### config.mk
export PLATFORM = sky130hd
export DESIGN_NAME = gts_ctrl
export DESIGN_NICKNAME = d
export VERILOG_FILES = /design/src/sv/gts_pkg.sv /design/src/sv/gts_ctrl.sv
export SDC_FILE = /design/constraint.sdc
export NUM_CORES = 1
export LEC_CHECK = 0
export ABC_AREA = 1
export BUFFER_PORTS_ARGS = -buffer_cell sky130_fd_sc_hd__buf_4
export CORE_AREA = 2 2 39 41
export DETAILED_ROUTE_END_ITERATION = 10
export DIE_AREA = 0 0 41 43
export PLACE_DENSITY = 0.56
export SLEW_MARGIN = 15
export SYNTH_ARGS = -nofsm -noshare
export SYNTH_HDL_FRONTEND = slang
export SYNTH_SLANG_ARGS = --single-unit
### constraint.sdc
create_clock -name clk -period 1.59 [get_ports clk]
set_input_delay 0.0795 -clock clk [delete_from_list [all_inputs] [get_ports clk]]
set_output_delay 0.0795 -clock clk [all_outputs]
set_load 0.1 [all_outputs]
### src/sv/gts_pkg.sv
// ----------------------------------------------------------------------------
// gts_pkg
// shared types and constants for the gait trajectory sequencer
// ----------------------------------------------------------------------------
package gts_pkg;

	localparam int MOTORS = 18;
	localparam int MOTOR_W = 5;

	localparam logic [1:0] ACT_LOAD = 2'd0;
	localparam logic [1:0] ACT_FEEDBACK = 2'd1;
	localparam logic [1:0] ACT_TICK = 2'd2;
	localparam logic [1:0] ACT_CLEAR = 2'd3;

	localparam logic [2:0] G_NULL = 3'd0;
	localparam logic [2:0] G_STAND = 3'd1;
	localparam logic [2:0] G_HOME = 3'd4;
	localparam logic [2:0] G_LAST = 3'd6;

	localparam logic [1:0] RS_NONE = 2'd0;
	localparam logic [1:0] RS_RUN = 2'd1;
	localparam logic [1:0] RS_STOP = 2'd2;

	typedef enum logic [2:0] {
		ST_IDLE,
		ST_DECIDE,
		ST_COPY,
		ST_EMIT
	} state_t;

	// what the per-motor sweep does to the drive stores
	typedef enum logic [1:0] {
		DRV_KEEP,
		DRV_HELD,
		DRV_ROW
	} drive_op_t;

	typedef struct packed {
		logic      decide;
		logic      sweep_start;
		logic      sweep_en;
		logic      emit_en;
	} cmd_t;

	typedef struct packed {
		logic sweep_done;
		logic emit_last;
	} status_t;

	function automatic logic [MOTOR_W-1:0] phys_to_logical(input logic [MOTOR_W-1:0] p);
		logic [MOTOR_W-1:0] r;
		case (p)
			5'd0: r = 5'd15;
			5'd1: r = 5'd17;
			5'd2: r = 5'd16;
			5'd3: r = 5'd12;
			5'd4: r = 5'd14;
			5'd5: r = 5'd13;
			5'd6: r = 5'd9;
			5'd7: r = 5'd11;
			5'd8: r = 5'd10;
			5'd9: r = 5'd2;
			5'd10: r = 5'd0;
			5'd11: r = 5'd1;
			5'd12: r = 5'd3;
			5'd13: r = 5'd5;
			5'd14: r = 5'd4;
			5'd15: r = 5'd7;
			5'd16: r = 5'd8;
			5'd17: r = 5'd6;
			default: r = 5'd0;
		endcase
		return r;
	endfunction

endpackage

### src/sv/gts_ctrl.sv
// ----------------------------------------------------------------------------
// gts_ctrl
// controller: decide, copy sweep over motors, emit eighteen results
// ----------------------------------------------------------------------------
module gts_ctrl (
	input  logic             clk,
	input  logic             arst_n,
	input  logic             in_valid,
	output logic             in_stall,
	input  logic [1:0]       action,
	output logic             in_take,
	output logic             out_valid,
	input  logic             out_stall,
	output gts_pkg::cmd_t    cmd,
	input  gts_pkg::status_t status
);
	gts_pkg::state_t state_q, state_d;
	logic            ov_q;
	logic            out_take;
	logic            swept_q;

	assign out_valid = ov_q;
	assign out_take = ov_q && !out_stall;
	assign in_stall = state_q != gts_pkg::ST_IDLE;
	assign in_take = in_valid && !in_stall;

	always_comb begin
		state_d = state_q;
		case (state_q)
			gts_pkg::ST_IDLE: begin
				if (in_take && action == gts_pkg::ACT_TICK) begin
					state_d = gts_pkg::ST_DECIDE;
				end
			end
			gts_pkg::ST_DECIDE: state_d = gts_pkg::ST_COPY;
			gts_pkg::ST_COPY: begin
				if (swept_q && status.sweep_done) begin
					state_d = gts_pkg::ST_EMIT;
				end
			end
			gts_pkg::ST_EMIT: begin
				if (status.emit_last && (!ov_q || out_take)) begin
					state_d = gts_pkg::ST_IDLE;
				end
			end
			default: state_d = gts_pkg::ST_IDLE;
		endcase
	end

	// decide registers the tick fields held stable while stalled
	always_comb begin
		cmd = '0;
		case (state_q)
			gts_pkg::ST_IDLE: cmd.decide = in_take && action == gts_pkg::ACT_TICK;
			gts_pkg::ST_DECIDE: cmd.sweep_start = 1'b1;
			gts_pkg::ST_COPY: cmd.sweep_en = !swept_q;
			gts_pkg::ST_EMIT: cmd.emit_en = !ov_q || out_take;
			default: cmd = '0;
		endcase
	end

	always_ff @(posedge clk or negedge arst_n) begin
		if (!arst_n) begin
			state_q <= gts_pkg::ST_IDLE;
			ov_q <= 1'b0;
			swept_q <= 1'b0;
		end else begin
			state_q <= state_d;
			if (cmd.emit_en) begin
				ov_q <= 1'b1;
			end else if (out_take) begin
				ov_q <= 1'b0;
			end
			// set once the read of the last motor has been issued
			if (state_q == gts_pkg::ST_DECIDE) begin
				swept_q <= 1'b0;
			end else if (cmd.sweep_en && status.emit_last) begin
				swept_q <= 1'b1;
			end
		end
	end

	no_take_busy: assert property (@(posedge clk) disable iff (!arst_n)
		(state_q != gts_pkg::ST_IDLE) |-> !in_take) else $error("input taken while busy");
	emit_needs_room: assert property (@(posedge clk) disable iff (!arst_n)
		cmd.emit_en |-> (!ov_q || !out_stall)) else $error("result overwritten");
	tick_starts: assert property (@(posedge clk) disable iff (!arst_n)
		cmd.decide |=> state_q == gts_pkg::ST_DECIDE) else $error("tick not started");
endmodule
==> reports/metrics.cfg <==
[run_status]
outcome = completed

[sta]
hold_viol_final = 0
rsz0062_at_grt = true
fmax_ghz = 0.6677
worstMarginPinSlew_ps = 278.9
setup_violations = 0
skew_ps = 2.977
finalMaxSlewViolations = 0
relSlewSlack = 0.8156
fin_crit_sh = 0.9419
fin_crit_ps = 1498
setup_slack_ps = 92.33

[worst_setup_path]
critPathArrivalTime_ps = 1420
worstRegToRegCells = 9
worstSetupStartpointType = flip-flop
critPathMaxFanout = 4
worst-setup-path-type = flip-flop to output pin
max_stage_delay_ps = 400
rr_endpoint = state_q[1]$_DFFE_PN0P_
r2r_slack_ps = 280
path_buf_inv = 4
critical_path.endpoint_type = output pin
crit_required_ps = 1510
cp_slowest_cell = dfrtp_1
startpoint = state_q[0]$_DFFE_PN0P_
crit_path_cell_trace = inv_1, ha_2, nand2_1, inv_4, nand2_2, clkinvlp_4, buf_12
path_delay_family = flip-flops
r2r-start = state_q[0]$_DFFE_PN0P_

[clock_tree]
cts_root_buf = clkbuf_4
clock_sinks = 4
cts_tree = built
path_clk_slew_ps = 40
htree_levels = 1
cts_buffer_depth = 2
insertion_delay_ps = 240
cts_buffers = 3

[grt]
grt_overflow = 0
grt_pass1_wl_mm = 1.014
gr-usage-all-layers = 0.09063
grt_max_degree = 5
grt_pass1_vias = 278
antenna_found_initial = 0

[synthesis]
ys_seq_area_frac = 0.3419
ys_warn_count = 0
synth_cell_types = 11
syn_area_um2 = 292.8
ys_seq_elements = 4
yosysTopAreaCell = dfrtp_1
synth_top_area_share = 0.3419
syn_inst = 39
synth_area_leaders = dfrtp_1 (34%), ha_1 (17%), nand2_1 (14%)
syn_area_per_cell_um2 = 7.507
syn_nets = 51

[routing]
firstDrtPassIters = 4
ant_nets = 0
drt_iter0_drc = 7
viasPerCell = 4.041
post_drt_wl_per_cell_um = 8.438
routed_wl_um = 616
vias = 295
drc = 0

[worst_hold_path]
hold_depth = 3
hold_path_end = out_valid$_DFFE_PN0P_
min_from = out_stall
hp-class = input pin to flip-flop

[floorplanning]
die_w_um = 41
core_area_um2 = 1384
dieArea_um2 = 1763
start_util = 0.2116
rows = 14
die_y_um = 43
io_pins = 15

[placed_design]
place.gp.congestion = 0.6742
placed_cells = 69
dp_slack_ps = 219.4
io_buffer_count = 14
dp_hpwl_um = 487.4
placed_cell_area_um2 = 430.4

[final_layout]
fill_cells = 157
drive_gt1_frac = 0.4561
stdcell_count = 73
nNetsFinal = 71
multi_input_comb_area_um2 = 171.4
seq_area_um2 = 100.1
syn_to_final_growth_pct = 63.25
diodes = 0
design_area_um2 = 478.0

[flow_run]
maxCapViolations = 0

## registers in the layout, indices dropped and copies added (netlist names)
register,flops
state_q,2
out_valid,1
swept_q,1
## cells in the final DEF, fill, tap and decap left out
cell type and n:
nand4_1 2, nor2_1 3, buf_4 13, ha_2 1
inv_1 6, ha_1 3, dfrtp_1 4, nand3_2 1
nand2_2 2, nor2_2 1, clkinvlp_4 1, buf_12 1
a21oi_2 1, a21oi_1 1, inv_4 1, clkbuf_4 3
nor2_4 1, dlygate4sd3_1 1, nand2_1 11
## cells in the mapped netlist
| cell | number |
|---|---|
| nor2_1 | 4 |
| nand4_1 | 2 |
| nand2_1 | 11 |
| ha_1 | 4 |
| nand2_2 | 2 |
| inv_1 | 7 |
| dfrtp_1 | 4 |
| inv_2 | 1 |
| a21oi_1 | 2 |
| nand3_2 | 1 |
| nor2_4 | 1 |
## repair_timing
action,4_1_cts,5_1_grt
endpoints found under the hold margin,4,0
cloned,0,0
setup endpoints to repair,1,1
gates resized for setup,1,3
buffers inserted,0,0
hold buffers,1,0
## metal layers
layer  global-route usage  share of wire  up-vias
li1                     -              -      154
met1              0.09740           0.40      127
met5                    0              0        -
met2               0.1219           0.46       12
met3              0.04712           0.12        2
met4              0.08000          0.016        0
## logic make-up after synthesis
family,count (synthesis),share of synthesized area
compound gates,2,0.03419
fa+ha+maj,4,0.1709
buf+inv,8,0.1026
flops,4,0.3419
simple gates,21,0.3504
## worst max-delay path by stage
stage	endpoint	cells past startpoint
floorplan	cmd[0]	1
global placement	cmd[3]	7
detailed placement	cmd[3]	7
CTS	cmd[3]	7
global route	cmd[3]	7
finish	cmd[3]	7
## worst register-to-register path, stage by stage, from the launching register on
cell     delay (ps)
dfrtp_1         400
inv_1           100
ha_2            210
nand2_1          90
inv_4            60
nand2_2          70
nand2_2          80
nand3_2          70
nand2_1          60
nand2_1          50
## final cells by class
| cell class | count | share of cell area |
|---|---|---|
| repair buffers | 15 | 0.2670 |
| well taps | 16 | 0.04188 |
| clock buffers | 3 | 0.04712 |
| multi-input cells | 27 | 0.3586 |
| inverters | 8 | 0.07592 |
| flip-flops and latches | 4 | 0.2094 |
## through the flow
stage                     hold WS, ps  TNS, ps    util
after floorplan                -216.1   -254.6       -
after global placement         -121.3        0  0.3110
after detailed placement       -120.5        0  0.3110
after CTS                       79.64        0  0.3373
after global routing            110.9  -0.3637  0.3454
final                           82.66        0  0.3454
Power is left out: the tool's default activity adds up to more than one toggle a clock period on the data nets, which glitch-free logic cannot reach.
